==> src/design/assert_macros.svh <==
// Assertion macros used by the core design file, ccwd_core.
`ifndef ASSERT_MACROS_SVH
`define ASSERT_MACROS_SVH

// Checks that a condition holds at every rising clock edge outside reset.
`define ASSERT_ALWAYS(label, clk, rst_n, expr, msg) \
    label: assert property (@(posedge clk) disable iff (!rst_n) (expr)) \
        else $error(msg);

// Checks that a consequent holds in the cycle after its antecedent.
`define ASSERT_NEXT(label, clk, rst_n, ante, cons, msg) \
    label: assert property (@(posedge clk) disable iff (!rst_n) (ante) |=> (cons)) \
        else $error(msg);

`endif

==> src/design/ccwd_pkg.sv <==
// Types, constants and the CRC-8 update function of the checked word deframer.
package ccwd_pkg;

    localparam int MaxEntriesDefault = 16;
    localparam int DataBytes = 4;
    localparam int PosW = 3;
    localparam int EntryW = 4;
    localparam int CountW = 5;

    localparam logic [7:0] CrcPoly = 8'h07;
    localparam logic [7:0] CrcInit = 8'h00;

    typedef struct packed {
        logic [CountW-1:0] entries_in_burst;
        logic              burst_start;
        logic [7:0]        rx_byte;
    } item_t;

    typedef struct packed {
        logic [31:0]       word;
        logic              check_ok;
        logic [EntryW-1:0] entry_index;
        logic [CountW-1:0] good_count;
        logic              burst_done;
    } result_t;

    // One byte through the MSB-first CRC-8 shift register, unrolled.
    function automatic logic [7:0] crc8_update(input logic [7:0] crc, input logic [7:0] b);
        logic [7:0] c;
        c = crc ^ b;
        for (int k = 0; k < 8; k++)
        begin
            if (c[7])
            begin
                c = {c[6:0], 1'b0} ^ CrcPoly;
            end
            else
            begin
                c = {c[6:0], 1'b0};
            end
        end
        return c;
    endfunction

endpackage

==> src/design/crc8_checked_word_deframer.sv <==
// Top level of the CRC-8 checked word deframer.
// The block accepts one byte transfer per cycle and emits one result transfer for every
// fifth byte (four data bytes and the CRC-8 byte of an entry); other bytes emit nothing.
// A byte passes through an input register and then the CRC, counter and word logic into
// the result register, from which the result of an entry's CRC byte is offered.
// Back to back operation at one byte per cycle is held as long as the result side takes
// each result transfer; while a result waits, the input register holds at most one more
// byte, and s_tready stays low while it holds one until the result transfer completes.
module crc8_checked_word_deframer #(
    parameter int MAX_ENTRIES = ccwd_pkg::MaxEntriesDefault
) (
    input  logic        clk,
    input  logic        rst_n,
    input  logic        s_tvalid,
    output logic        s_tready,
    input  logic [15:0] s_tdata,   // rx_byte[7:0], entries_in_burst[12:8], zeros above
    input  logic [0:0]  s_tuser,   // burst_start[0]
    output logic        m_tvalid,
    input  logic        m_tready,
    output logic [47:0] m_tdata,   // word[31:0], entry_index[35:32], good_count[40:36], zeros
    output logic [0:0]  m_tuser,   // check_ok[0]
    output logic        m_tlast
);
    import ccwd_pkg::*;

    item_t   in_item;
    item_t   st_item;
    logic    st_valid;
    logic    st_ready;
    result_t res;

    assign in_item.rx_byte          = s_tdata[7:0];
    assign in_item.entries_in_burst = s_tdata[12:8];
    assign in_item.burst_start      = s_tuser[0];

    ccwd_in_stage u_in_stage (
        .clk       (clk),
        .rst_n     (rst_n),
        .in_valid  (s_tvalid),
        .in_ready  (s_tready),
        .in_item   (in_item),
        .out_valid (st_valid),
        .out_ready (st_ready),
        .out_item  (st_item)
    );

    ccwd_core #(
        .MAX_ENTRIES (MAX_ENTRIES)
    ) u_core (
        .clk       (clk),
        .rst_n     (rst_n),
        .in_valid  (st_valid),
        .in_ready  (st_ready),
        .in_item   (st_item),
        .res_valid (m_tvalid),
        .res_ready (m_tready),
        .res       (res)
    );

    assign m_tdata = {7'd0, res.good_count, res.entry_index, res.word};
    assign m_tuser = res.check_ok;
    assign m_tlast = res.burst_done;

    // Bits 15:13 of s_tdata are padding and carry nothing.

endmodule

==> src/design/ccwd_in_stage.sv <==
// Input register stage that holds one accepted byte transfer.
module ccwd_in_stage (
    input  logic           clk,
    input  logic           rst_n,
    input  logic           in_valid,
    output logic           in_ready,
    input  ccwd_pkg::item_t in_item,
    output logic           out_valid,
    input  logic           out_ready,
    output ccwd_pkg::item_t out_item
);
    import ccwd_pkg::*;

    logic  valid_reg;
    item_t item_reg;

    assign in_ready  = !valid_reg || out_ready;
    assign out_valid = valid_reg;
    assign out_item  = item_reg;

    always_ff @(posedge clk or negedge rst_n)
    begin
        if (!rst_n)
        begin
            valid_reg <= 1'b0;
        end
        else if (in_ready)
        begin
            valid_reg <= in_valid;
        end
    end

    always_ff @(posedge clk)
    begin
        if (in_ready && in_valid)
        begin
            item_reg <= in_item;
        end
    end

endmodule

==> src/design/ccwd_core.sv <==
// Entry assembly, CRC check, burst counters and the result register.
`include "assert_macros.svh"

module ccwd_core #(
    parameter int MAX_ENTRIES = ccwd_pkg::MaxEntriesDefault
) (
    input  logic             clk,
    input  logic             rst_n,
    input  logic             in_valid,
    output logic             in_ready,
    input  ccwd_pkg::item_t   in_item,
    output logic             res_valid,
    input  logic             res_ready,
    output ccwd_pkg::result_t res
);
    import ccwd_pkg::*;

    localparam int TargetMax = (MAX_ENTRIES > 31) ? 31 : MAX_ENTRIES;

    logic [PosW-1:0]   pos_reg, pos_next;
    logic [31:0]       word_reg, word_next;
    logic [7:0]        crc_reg, crc_next;
    logic [EntryW-1:0] entry_reg, entry_next;
    logic [CountW-1:0] seen_reg, seen_next;
    logic [CountW-1:0] good_reg, good_next;
    logic [CountW-1:0] target_reg, target_next;
    logic              out_valid_reg;
    result_t           out_reg;

    logic [PosW-1:0]   eff_pos;
    logic [31:0]       eff_word;
    logic [7:0]        eff_crc;
    logic [EntryW-1:0] eff_entry;
    logic [CountW-1:0] eff_seen;
    logic [CountW-1:0] eff_good;
    logic [CountW-1:0] want_sat;
    logic              take;
    logic              is_check;
    logic              ok;
    logic              last;
    logic [CountW-1:0] good_inc;
    result_t           result;

    assign in_ready  = !out_valid_reg || res_ready;
    assign take      = in_valid && in_ready;
    assign res_valid = out_valid_reg;
    assign res       = out_reg;

    always_comb
    begin
        if (in_item.entries_in_burst == '0)
        begin
            want_sat = CountW'(1);
        end
        else if (int'(in_item.entries_in_burst) > TargetMax)
        begin
            want_sat = CountW'(TargetMax);
        end
        else
        begin
            want_sat = in_item.entries_in_burst;
        end

        eff_pos     = in_item.burst_start ? '0 : pos_reg;
        eff_word    = in_item.burst_start ? '0 : word_reg;
        eff_crc     = in_item.burst_start ? CrcInit : crc_reg;
        eff_entry   = in_item.burst_start ? '0 : entry_reg;
        eff_seen    = in_item.burst_start ? '0 : seen_reg;
        eff_good    = in_item.burst_start ? '0 : good_reg;
        target_next = in_item.burst_start ? want_sat : target_reg;

        is_check = (eff_pos >= PosW'(DataBytes));
        ok       = (in_item.rx_byte == eff_crc);
        good_inc = eff_good + CountW'(ok);
        last     = ({1'b0, eff_seen} + 6'd1) >= {1'b0, target_next};

        result.word        = eff_word;
        result.check_ok    = ok;
        result.entry_index = eff_entry;
        result.good_count  = good_inc;
        result.burst_done  = last;

        if (!is_check)
        begin
            pos_next   = eff_pos + PosW'(1);
            word_next  = {eff_word[23:0], in_item.rx_byte};
            crc_next   = crc8_update(eff_crc, in_item.rx_byte);
            entry_next = eff_entry;
            seen_next  = eff_seen;
            good_next  = eff_good;
        end
        else
        begin
            pos_next  = '0;
            word_next = '0;
            crc_next  = CrcInit;
            if (last)
            begin
                entry_next = '0;
                seen_next  = '0;
                good_next  = '0;
            end
            else
            begin
                entry_next = eff_entry + EntryW'(1);
                seen_next  = eff_seen + CountW'(1);
                good_next  = good_inc;
            end
        end
    end

    always_ff @(posedge clk or negedge rst_n)
    begin
        if (!rst_n)
        begin
            pos_reg       <= '0;
            word_reg      <= '0;
            crc_reg       <= CrcInit;
            entry_reg     <= '0;
            seen_reg      <= '0;
            good_reg      <= '0;
            target_reg    <= CountW'(1);
            out_valid_reg <= 1'b0;
        end
        else
        begin
            if (take)
            begin
                pos_reg    <= pos_next;
                word_reg   <= word_next;
                crc_reg    <= crc_next;
                entry_reg  <= entry_next;
                seen_reg   <= seen_next;
                good_reg   <= good_next;
                target_reg <= target_next;
            end
            if (in_ready)
            begin
                out_valid_reg <= take && is_check;
            end
        end
    end

    always_ff @(posedge clk)
    begin
        if (take && is_check)
        begin
            out_reg <= result;
        end
    end

    `ASSERT_ALWAYS(a_pos_range, clk, rst_n, pos_reg <= PosW'(DataBytes), "byte position out of range")
    `ASSERT_ALWAYS(a_good_le_seen, clk, rst_n, good_reg <= seen_reg, "good count exceeds entries")
    `ASSERT_ALWAYS(a_seen_lt_target, clk, rst_n, seen_reg < target_reg, "entry count passed target")
    `ASSERT_NEXT(a_done_clears, clk, rst_n, take && is_check && last, seen_reg == '0 && good_reg == '0, "burst counters not cleared")

endmodule

==> config.mk <==
export PLATFORM = sky130hd
export DESIGN_NAME = crc8_checked_word_deframer
export DESIGN_NICKNAME = d
export VERILOG_FILES = /design/src/design/ccwd_pkg.sv /design/src/design/crc8_checked_word_deframer.sv /design/src/design/ccwd_in_stage.sv /design/src/design/ccwd_core.sv
export VERILOG_INCLUDE_DIRS = /design/src /design/src/design
export SDC_FILE = /design/constraint.sdc
export NUM_CORES = 1
export LEC_CHECK = 0
export ABC_AREA = 1
export BUFFER_PORTS_ARGS = -buffer_cell sky130_fd_sc_hd__buf_2
export CAP_MARGIN = 20
export CORE_AREA = 2 2 135 137
export DETAILED_ROUTE_END_ITERATION = 6
export DIE_AREA = 0 0 137 139
export GPL_TIMING_DRIVEN = 0
export PLACE_DENSITY = 0.56
export SETUP_SLACK_MARGIN = 0.4
export SLEW_MARGIN = 10
export SYNTH_ARGS = -nofsm -noshare
export SYNTH_HDL_FRONTEND = slang
export SYNTH_HIERARCHICAL = 1
export SYNTH_SLANG_ARGS = --single-unit
==> constraint.sdc <==
create_clock -name clk -period 8.65 [get_ports clk]
set_clock_uncertainty 0.2 [all_clocks]
set_input_delay 1.73 -clock clk [delete_from_list [all_inputs] [get_ports clk]]
set_output_delay 1.73 -clock clk [all_outputs]
set_load 0.03 [all_outputs]
* Yosys cells after proc, flatten, opt, wreduce, memory -nomap -nowiden *
Index checks and enable logic that the tools add are counted.

operators by class
  multiplexer cells = 33
  $lt $le $gt $ge = 3
  add/subtract/negate cells = 5
  bitwise logic cells = 9
  equality and inequality tests = 1
  reduce and logical (&&, ||, !) cells = 8

operators by type and width
  cell                                                      count
  2-to-1 mux 8 bit                                          9
  2-to-1 mux 5 bit                                          9
  2-to-1 mux 32 bit                                         1
  2-to-1 mux 3 bit                                          10
  2-to-1 mux 24 bit                                         1
  NOT 3 bit                                                 8
  2-to-1 mux 4 bit                                          3
  equality test 8 bit                                       1
  bitwise XOR 8 bit                                         1
  adder 5 x 1 -> 6 bit, second input constant               1
  greater-or-equal comparator 6 x 5 -> 1 bit                1
  adder 5 x 1 -> 5 bit                                      1
  adder 5 x 1 -> 5 bit, second input constant               1
  greater-than comparator 5 bit, second input constant      1
  zero test 5 bit                                           1
  adder 4 x 1 -> 4 bit, second input constant               1
  adder 3 x 1 -> 3 bit, second input constant               1
  greater-or-equal comparator 3 bit, second input constant  1
  logical AND 1 bit                                         3
  zero test 1 bit                                           2
  logical OR 1 bit                                          2

storage, ports and cells
  output and inout bits = 52
  bits of input ports = 21
  word-level logic and storage cells = 77
  bits in registers = 121

* Logic depth before layout (Yosys ltp) *
Gate-level depths: netlist (run 1).

  depth after elaboration = 26
  mapped depth = 17
  mapped depth without buffers = 16

* By module *
The synthesis (run 1) kept the hierarchy.

modules (own cells, without submodules)
  module                      area an instance (µm²)  seq. area each (µm²)  times used  cells each
  ccwd_core                   5,038.6                 2,869.0               1           559
  ccwd_in_stage               465.4                   445.4                 1           20
  crc8_checked_word_deframer  56.3                    0.0                   1           8

* Least setup slack after synthesis (run 1) *
OpenSTA, ideal clock, no wires.

  kind = input-to-reg
  start = input m_tready
  end = register u_core.out_reg (netlist bit u_core/res[0]) (enable)
  stages on the path = 6
  setup slack = 3.741 ns
  arrival time = 4.266 ns
  buffers on the path = 2
  data required time = 8.006 ns
  library setup time = 0.444 ns
  cells stage by stage = inv_1 > a21oi_2 > inv_1 > buf_2 > clkbuf_1 > nor2_1

on the way
  longest elaborated chain between the ends = 3

ends and longest elaborated chain
  what                    RTL line                          text
  start: declaration      crc8_checked_word_deframer.sv:19  input logic m_tready,
  logical OR 1 bit        ccwd_core.sv:44                   assign in_ready = !out_valid_reg || res_ready;
  logical AND 1 bit       ccwd_core.sv:45                   assign take = in_valid && in_ready;
  logical AND 1 bit       ccwd_core.sv:146                  if (take && is_check)
  end signal: assignment  ccwd_core.sv:148                  out_reg <= result;
  end: declaration        ccwd_core.sv:28                   result_t out_reg;

Every way passes these cells.
A chain may end at the register's enable or synchronous reset.

* Worst setup path after layout (run 1) *
  start = input m_tready
  end = output s_tready

on the way
  longest elaborated chain between the ends = 2

ends and longest elaborated chain
  what              RTL line                          text
  logical OR 1 bit  ccwd_core.sv:44
  via st_ready      crc8_checked_word_deframer.sv:29  logic st_ready;
  logical OR 1 bit  ccwd_in_stage.sv:17               assign in_ready = !valid_reg || out_ready;
  end: declaration  crc8_checked_word_deframer.sv:15  output logic s_tready,

The timed path passes the listed nets, and every way through them passes these cells.

==> flow_summary.yaml, run 1 <==
run_status:
  status: "completed"
floorplanning:
  die_h_um: 139
  core-area_um2: 17660
  die_w_um: 137
  die-area_um2: 19040
  initial_utilization_pct: 31.49
  boundaryPins: 73
  rows: 49
pwr:
  p_int_mw: 1.119
  vdd_ir_drop_max_mv: 0.1348
  switchingPower_mw: 0.4344
  power_frac_comb_pct: 13.4
  total_power_mw: 1.553
  p_per_area_nw_per_um2: 227.9
  seqPwrFrac_pct: 43.1
  sw_frac_of_total_pct: 27.96
  p_clk_share_pct: 43.4
  cellLeakagePower_nw: 3.142
finish:
  fillers: 1768
  final_area_um2: 6817
  n_antenna_cell: 0
  seqCellArea_um2: 3314
  final_core_utilization_pct: 38.61
  instances_no_fill: 918
  multi_input_area_um2: 1742
  fin_nets: 711
  syn_to_final_growth_pct: 22.59
  final_layout_size_suffix_gt1_share_pct: 20.75
  largest_reg_flops: 43
route:
  via_per_inst: 4.473
  ant_nets: 0
  drc: 0
  drt_iter0_drc: 264
  routed-via-count: 4106
  detail_route.first_pass.iterations: 4
  wl_um: 12510
  wl_per_cell_um: 13.62
grt:
  grt_pass1_wl_um: 20580
  grt_max_degree: 45
  grt_overflow: 0
  grt_use_total_pct: 14.03
  grt_pass1_vias: 4026
  antenna_found_initial: 0
clock_tree:
  postCtsSetupBuffers: 0
  numCtsBuffers: 17
  cts_tree: "yes"
  cts_resized: 0
  worstSkewPairLatency_ps: 420
  hold_buffers: 0
  cts_root_buffer: "clkbuf_16"
  clockBufferDepth: 2
  htreeDepth: 4
  cts.sinks: 121
  path_clk_slew_ps: 60
yosys:
  synthTopCellsByCount: "nand2_1 (90), inv_1 (88), nor2_1 (66)"
  syn_area_um2: 5560
  synth_edf_count: 57
  synth.top_cell.area_share_pct: 30.78
  syn_inst: 587
  ys_warn_count: 6
  synth.ff_latch_count: 121
  synth.largest_area_cell: "edfxtp_1"
  synth_area_leaders: "edfxtp_1 (31%), dfrtp_1 (28%), nand2_1 (6.1%), inv_1 (5.9%), nand3_1 (5.0%)"
  yosysMostFrequentCell: "nand2_1"
  synthFlopType: "dfrtp_1"
  async_flop_share_pct: 52.89
  synth_cell_types: 34
  ys_seq_area_share_pct: 59.61
  syn_area_per_cell_um2: 9.472
timing:
  fmax_mhz: 236.4
  finalCritPeriodShare_pct: 48.90
  fin_ws_ps: 4420
  slew_headroom_pct: 46.83
  tightest_slew_ps: 797.6
  slew_viol_final: 0
  rsz0062_at_grt: "no"
  fin_setup_tns_ps: 0
  hold-worst-slack_ps: 290.9
  min_period_ps: 4230
  finalSetupViolations: 0
  hold_violations: 0
setup_path:
  crit_required_ps: 6720
  path_cells: "buf_2 -> inv_1 -> nand2_1 -> inv_1 -> nand2_1 -> buf_2"
  path_max_fanout: 2
  cp_data_arrival_time_ps: 2300
  crit_type: "in2out"
  cp-end-kind: "output pin"
  startpoint_type: "input pin"
  crit_slowest_cell: "buf_2"
  slowest_delay_ps: 180
job:
  cap_violations: 0
placed_design:
  dpl_cell_area_um2: 6248
  dp.cells: 886
  dpl.hpwl_um: 8806
  io_buffers: 62
  dp_slack_ps: 4275
  gp_congestion: 0.7780
min_path:
  hold_path.class: "reg2reg"
-- layout make-up --
cell class              instances  share of cell area [%]
multi-input cells             345                   25.55
well taps                     229                   4.203
clock inverters                15                   2.093
clock buffers                  17                   6.241
flip-flops and latches        121                   48.62
plain buffers                  32                   2.662
repair buffers                 64                   5.396
inverters                      95                   5.231
-- cell usage in the layout (no fill, tap or decap), types with 3 or more instances in the layout --
cell type   n
o21ai_1     9
inv_2       7
buf_4       8
clkbuf_16  17
inv_1      88
ha_1       14
clkbuf_1    7
nand2_2     3
a31oi_1     4
o22ai_1    12
nand3_1    55
edfxtp_1   57
inv_6       4
nand3b_1    4
clkinv_4    3
dfrtp_1    63
o21ai_0    38
nand2_1    90
nor2_1     65
a21oi_1    25
buf_2      77
conb_1      7
-- per-layer routing --
metal / GRT usage (%) / wire length, um / share of wire [%]
met3: 3.618 / 504 / 4.0
met5: 0 / 0 / 0
met1: 19.08 / 6169 / 49
met4: 4.558 / 146 / 1.2
met2: 21.81 / 5686 / 45
-- cell families after synthesis --
family	Yosys count	share of synthesized area, %
simple gates	227	17.73
buf+inv	127	9.676
flops	121	59.61
compound gates	94	9.158
fa+ha+maj	14	3.150
xor+xnor	3	0.6077
other cells	1	0.06744
-- critical path: cells and delay by family --
| kind | cells | cell delay, ps |
|---|---|---|
| buf+inv | 4 | 420 |
| simple gates | 2 | 140 |
-- power by group through the flow --
stage | Sequential [mW] | Combinational [mW] | Clock, mW
2_1_floorplan | 0.680 | 0.150 | 0
3_3_place_gp | 0.680 | 0.204 | 0
3_5_place_dp | 0.681 | 0.210 | 0
4_1_cts | 0.670 | 0.211 | 0.691
5_1_grt | 0.676 | 0.241 | 0.716
6_report | 0.670 | 0.208 | 0.675
-- final timing paths --
path | slack, ps | depth (start not counted) | startpoint | end
worst max register to register | 5270 | 17 | u_in_stage/out_item[8] | u_core/good_reg[4]
worst max-delay path | 4420 | 6 | m_tready | s_tready
worst min-delay path | 290 | 2 | u_core/entry_reg[2] | u_core/entry_reg[2]
max in group asynchronous | 6640 | 2 | rst_n | u_core/target_reg[0]
min in group asynchronous | 1010 | 1 | rst_n | u_core/word_reg[26]
worst min register to register | 290 | 2 | u_core/entry_reg[2] | u_core/entry_reg[2]
Power figures use the tool's default switching activity.
==> run 2, diff against run 1 <==
- clock period: 8.65 -> 4.1 ns (I/O delays scaled with it)
==> run 2 against run 1 <==
  * Hold slack worse by 150 ps
  * Setup slack worse by 3600 ps
  * Combinational power up 110%
  * Flip-flop and latch count unchanged
  * Global-route usage up 0.28 points
  * Total power up 110%
  * Critical endpoint is now u_core/good_reg[4]
  * Largest cell class unchanged
==> flow_summary.yaml, run 2 (synthesis results as in run 1) <==
run_status:
  status: "completed"
timing:
  slew_viol_final: 0
  tightest_slew_ps: 817.6
  fin_ws_ps: 817.9
  rsz0062_at_grt: "no"
  min_period_ps: 3282
  hold-worst-slack_ps: 145.6
  finalSetupViolations: 0
  finalCritPeriodShare_pct: 80.05
  fmax_mhz: 304.7
  hold_violations: 0
  slew_headroom_pct: 45.50
finish:
  syn_to_final_growth_pct: 22.39
  multi_input_area_um2: 1742
  n_antenna_cell: 0
  largest_reg_flops: 43
  final_core_utilization_pct: 38.54
  fillers: 1769
  mostFrequentLayoutCells: "nand2_1 (90), inv_1 (88), buf_2 (77)"
  fin_nets: 711
  final_area_um2: 6805
  layout_commonest_cell: "nand2_1"
  final_layout_size_suffix_gt1_share_pct: 20.32
  seqCellArea_um2: 3314
floorplanning:
  core-area_um2: 17660
  die-area_um2: 19040
  die_w_um: 137
  die_h_um: 139
  boundaryPins: 73
  initial_utilization_pct: 31.49
  rows: 49
route:
  routed-via-count: 4141
  drt_iter0_drc: 358
  wl_per_cell_um: 13.81
  wl_um: 12680
  via_per_inst: 4.511
  ant_nets: 0
  drc: 0
  detail_route.first_pass.iterations: 4
clock_tree:
  cts_tree: "yes"
  postCtsSetupBuffers: 0
  hold_buffers: 0
  worstSkewPairLatency_ps: 420
  cts_root_buffer: "clkbuf_16"
  cts.sinks: 121
  htreeDepth: 4
  numCtsBuffers: 17
  cts_resized: 0
  path_clk_slew_ps: 60
  clockBufferDepth: 2
grt:
  grt_pass1_vias: 4047
  grt_pass1_wl_um: 20870
  grtUsageMet1_pct: 19.61
  use_met2_pct: 21.71
  grt_use_total_pct: 14.32
  grt_overflow: 0
  grt_max_degree: 35
  antenna_found_initial: 0
  busiest_layer: "met2"
  met3_usage_pct: 4.094
placed_design:
  io_buffers: 62
  gp_congestion: 0.8151
  dpl_cell_area_um2: 6233
  dpl.hpwl_um: 8844
  dp_slack_ps: 772.2
min_path:
  hold_path.class: "in2async"
setup_path:
  rr_startpoint: "u_in_stage/out_item[8]"
  path_max_fanout: 10
  cp_data_arrival_time_ps: 3420
  reg2regPathDepth: 17
  worstReg2RegEnd: "u_core/good_reg[4]"
  crit_type: "reg2reg"
  cp-end-kind: "register"
  crit_required_ps: 4240
  startpoint_type: "register"
  reg2reg_slack_ps: 820
pwr:
  cellLeakagePower_nw: 3.127
  vdd_ir_drop_max_mv: 0.3060
  p_per_area_nw_per_um2: 483.1
job:
  cap_violations: 0
==> run 2: cell count changes in the layout (fill, tap and decap cells not counted) <==
| cell | previous run | this run |
|---|---|---|
| clkbuf_1 | 7 | 9 |
| bufinv_16 | 1 | 2 |
| clkbuf_8 | 0 | 1 |
| clkinv_4 | 3 | 1 |
| buf_16 | 2 | 0 |
| clkinv_1 | 1 | 2 |
| inv_8 | 2 | 0 |
| buf_12 | 0 | 2 |
| clkinvlp_4 | 2 | 4 |
| inv_6 | 4 | 1 |
==> run 2: metal layers <==
metal | part of all wire [%] | wire (um) | vias up
li1 | - | - | 2085
met1 | 49 | 6226 | 1945
met2 | 45 | 5708 | 101
met3 | 4.7 | 600 | 10
met4 | 1.1 | 144 | 0
met5 | 0 | 0 | -
==> run 2: stage by stage <==
stage / cells / power (mW) / setup TNS (ps)
floorplan: 593 / 1.752 / 0
global placement: 884 / 1.866 / -10970
detailed placement: 886 / 1.878 / 0
CTS: 918 / 3.328 / 0
global route: 918 / 3.457 / 0
finish: 918 / 3.287 / 0
==> run 2: layout make-up <==
type                            instances  area share [%]
Multi-Input combinational cell        345           25.59
Tap cell                              229           4.210
Buffer                                 32           2.666
Sequential cell                       121           48.70
Clock buffer                           20           6.564
Clock inverter                         12           1.839
Timing Repair Buffer                   64           5.185
Inverter                               95           5.240
==> run 2: worst max path at each step <==
stage	startpoint	depth (start not counted)	endpoint
final	u_in_stage/out_item[8]	17	u_core/good_reg[4]
after global placement	m_tready	7	u_core/res[10]
after CTS	u_in_stage/out_item[8]	17	u_core/good_reg[4]
after detailed placement	u_in_stage/out_item[8]	17	u_core/good_reg[4]
after global routing	u_in_stage/out_item[8]	17	u_core/good_reg[4]
after floorplan	m_tready	6	u_core/res[0]
==> run 2: worst max-delay path, cell delays in order (launching register included) <==
cell      delay (ps)
edfxtp_1         540
inv_2            190
buf_6            200
nand2_1           60
nand2_1           70
nand2_2           90
inv_2             80
ha_1             140
nand3_1           70
nor3_1           520
ha_1             280
ha_1             200
nand3_1          110
nand2_1           70
o21ai_1           80
nor2_1            90
nand3_1           70
a21oi_1          130
==> run 2: power breakdown <==
| group | switching, mW | internal [mW] | total (mW) |
|---|---|---|---|
| combinational | 0.294 | 0.147 | 0.441 |
| sequential | 0.0476 | 1.37 | 1.42 |
| clock | 0.526 | 0.904 | 1.43 |
==> run 3, diff against run 2 <==
- PLACE_DENSITY: 0.56 -> 0.58
- clock period: 4.1 -> 2.8 ns (I/O delays scaled with it)
==> run 3 against run 2 <==
  * First-iteration DRC count is 29% lower
  * Non-clock buffer count up 46
  * Die area unchanged
  * Via count up 7.6%
  * Cell count increased by 5.1%
  * Critical path type unchanged
  * Routed wire length is 11% higher
  * The flow now finishes with violations (negative setup slack)
==> flow_summary.yaml, run 3 (synthesis results as in run 1) <==
placed_design:
  io_buffers: 62
  dpl.hpwl_um: 8721
  dpl_cell_area_um2: 6297
  gp_congestion: 0.8244
  dp_slack_ps: -217.1
clock_tree:
  cts.sinks: 121
  worstSkewPairLatency_ps: 420
  numCtsBuffers: 17
  htreeDepth: 4
  path_clk_slew_ps: 60
  cts_root_buffer: "clkbuf_16"
  cts_tree: "yes"
  clockBufferDepth: 2
pwr:
  p_per_area_nw_per_um2: 701.1
  sw_frac_of_total_pct: 28.01
  switchingPower_mw: 1.492
  vdd_ir_drop_max_mv: 0.4132
  seqPwrFrac_pct: 39.2
  cellLeakagePower_nw: 3.456
  power_frac_comb_pct: 18.3
  p_int_mw: 3.833
  p_clk_share_pct: 42.5
floorplanning:
  core-area_um2: 17660
  boundaryPins: 73
  rows: 49
  die_h_um: 139
  die-area_um2: 19040
  initial_utilization_pct: 31.49
  die_w_um: 137
setup_path:
  slowest_delay_ps: 500
  reg2reg_slack_ps: -60
  rr_startpoint: "u_in_stage/out_item[8]"
  crit_type: "reg2reg"
  startpoint_type: "register"
  worstReg2RegEnd: "u_core/crc_reg[6]"
  cp_data_arrival_time_ps: 2950
  cp-end-kind: "register"
  path_cells: "inv_2 -> buf_12 -> buf_4 -> nand3_4 -> nand2_4 -> buf_6 -> buf_4 -> buf_4 -> buf_4 -> buf_4 -> buf_6 -> buf_4 -> buf_4 -> buf_6 -> buf_6 -> nand2_4 -> nand3_2 -> nand2_1 -> o22ai_1"
  path_max_fanout: 7
  crit_required_ps: 2890
  path_buf_inv: 13
  cpLargestDelayFamily: "buffers and inverters"
  crit_slowest_cell: "edfxtp_1"
  crit_top_cell: "buf_4"
  reg2regPathDepth: 19
finish:
  n_antenna_cell: 0
  largest_reg_flops: 43
  mostFrequentLayoutCells: "inv_1 (82), nand2_1 (82), buf_2 (72)"
  final_layout_size_suffix_gt1_share_pct: 32.20
  fin_nets: 758
  final_core_utilization_pct: 43.01
  syn_to_final_growth_pct: 36.59
  final_area_um2: 7595
grt:
  grt_pass1_vias: 4327
  antenna_found_initial: 0
  grt_overflow: 0
  grt_max_degree: 56
  grt_use_total_pct: 15.17
  grt_pass1_wl_um: 22150
min_path:
  hold_path.class: "in2reg"
  whs_path_depth: 1
  min_to: "u_in_stage/out_item[2]"
  worstHoldStart: "s_tdata[2]"
timing:
  fin_setup_tns_ps: -59.93
  tightest_slew_ps: 793.7
  fin_ws_ps: -59.93
  finalCritPeriodShare_pct: 102.1
  slew_viol_final: 0
  slew_headroom_pct: 47.09
  hold-worst-slack_ps: 115.4
  finalSetupViolations: 1
  min_period_ps: 2860
  fmax_mhz: 349.7
  rsz0062_at_grt: "yes"
  hold_violations: 0
route:
  drt_iter0_drc: 254
  routed-via-count: 4454
  wl_um: 14050
  wl_per_cell_um: 14.56
  drc: 0
  via_per_inst: 4.616
  detail_route.first_pass.iterations: 5
  ant_nets: 0
run_status:
  violations: "negative setup slack"
  status: "finished, violations left"
job:
  cap_violations: 0
[run 3: layer usage]
metal	GRT usage, %	part of all wire [%]	vias up
li1	-	-	2186
met2	24.25	49	127
met4	6.457	3.0	0
met3	4.349	5.3	29
met1	19.09	43	2112
met5	0	0	-
[run 3: area by class of cell]
| type | count | area, um^2 |
|---|---|---|
| sequential | 121 | 3314 |
| clock inverter | 15 | 188.9 |
| multi-input combinational | 346 | 2034 |
| inverter | 95 | 359.1 |
| tap | 229 | 286.5 |
| timing repair buffer | 110 | 762.0 |
| fill | 1683 | 10060 |
| buffer | 32 | 224.0 |
| clock buffer | 17 | 425.4 |
[run 3: worst max path at each step]
stage	endpoint	cells after the start	startpoint	slack, ps
6_report	u_core/crc_reg[6]	19	u_in_stage/out_item[8]	-60
5_1_grt	u_core/crc_reg[6]	19	u_in_stage/out_item[8]	-100
4_1_cts	u_core/good_reg[4]	17	u_in_stage/out_item[8]	70
3_5_place_dp	u_core/good_reg[4]	17	u_in_stage/out_item[8]	-220
3_3_place_gp	u_core/good_reg[4]	17	u_in_stage/out_item[8]	-200
2_1_floorplan	u_core/res[5]	14	u_in_stage/out_item[8]	400
[run 3: through the flow]
stage	total power [mW]	std cells
after global routing	5.576	965
after CTS	5.221	958
after global placement	2.744	884
after floorplan	2.575	593
final	5.324	965
after detailed placement	2.760	886
[run 3: repair_timing]
item / CTS / global route
hold buffers: 1 / 0
setup buffers: 38 / 6
cloned: 1 / 1
pin swaps: 18 / 22
endpoints found under the setup margin: 63 / 24
hold endpoints to repair: 9 / 0
resized for setup: 36 / 42
[run 3: power by group through the flow]
stage	combinational [mW]	clock (mW)	sequential, mW
2_1_floorplan	0.475	0	2.10
3_3_place_gp	0.642	0	2.10
3_5_place_dp	0.654	0	2.11
4_1_cts	0.841	2.30	2.08
5_1_grt	1.07	2.40	2.10
6_report	0.974	2.26	2.09
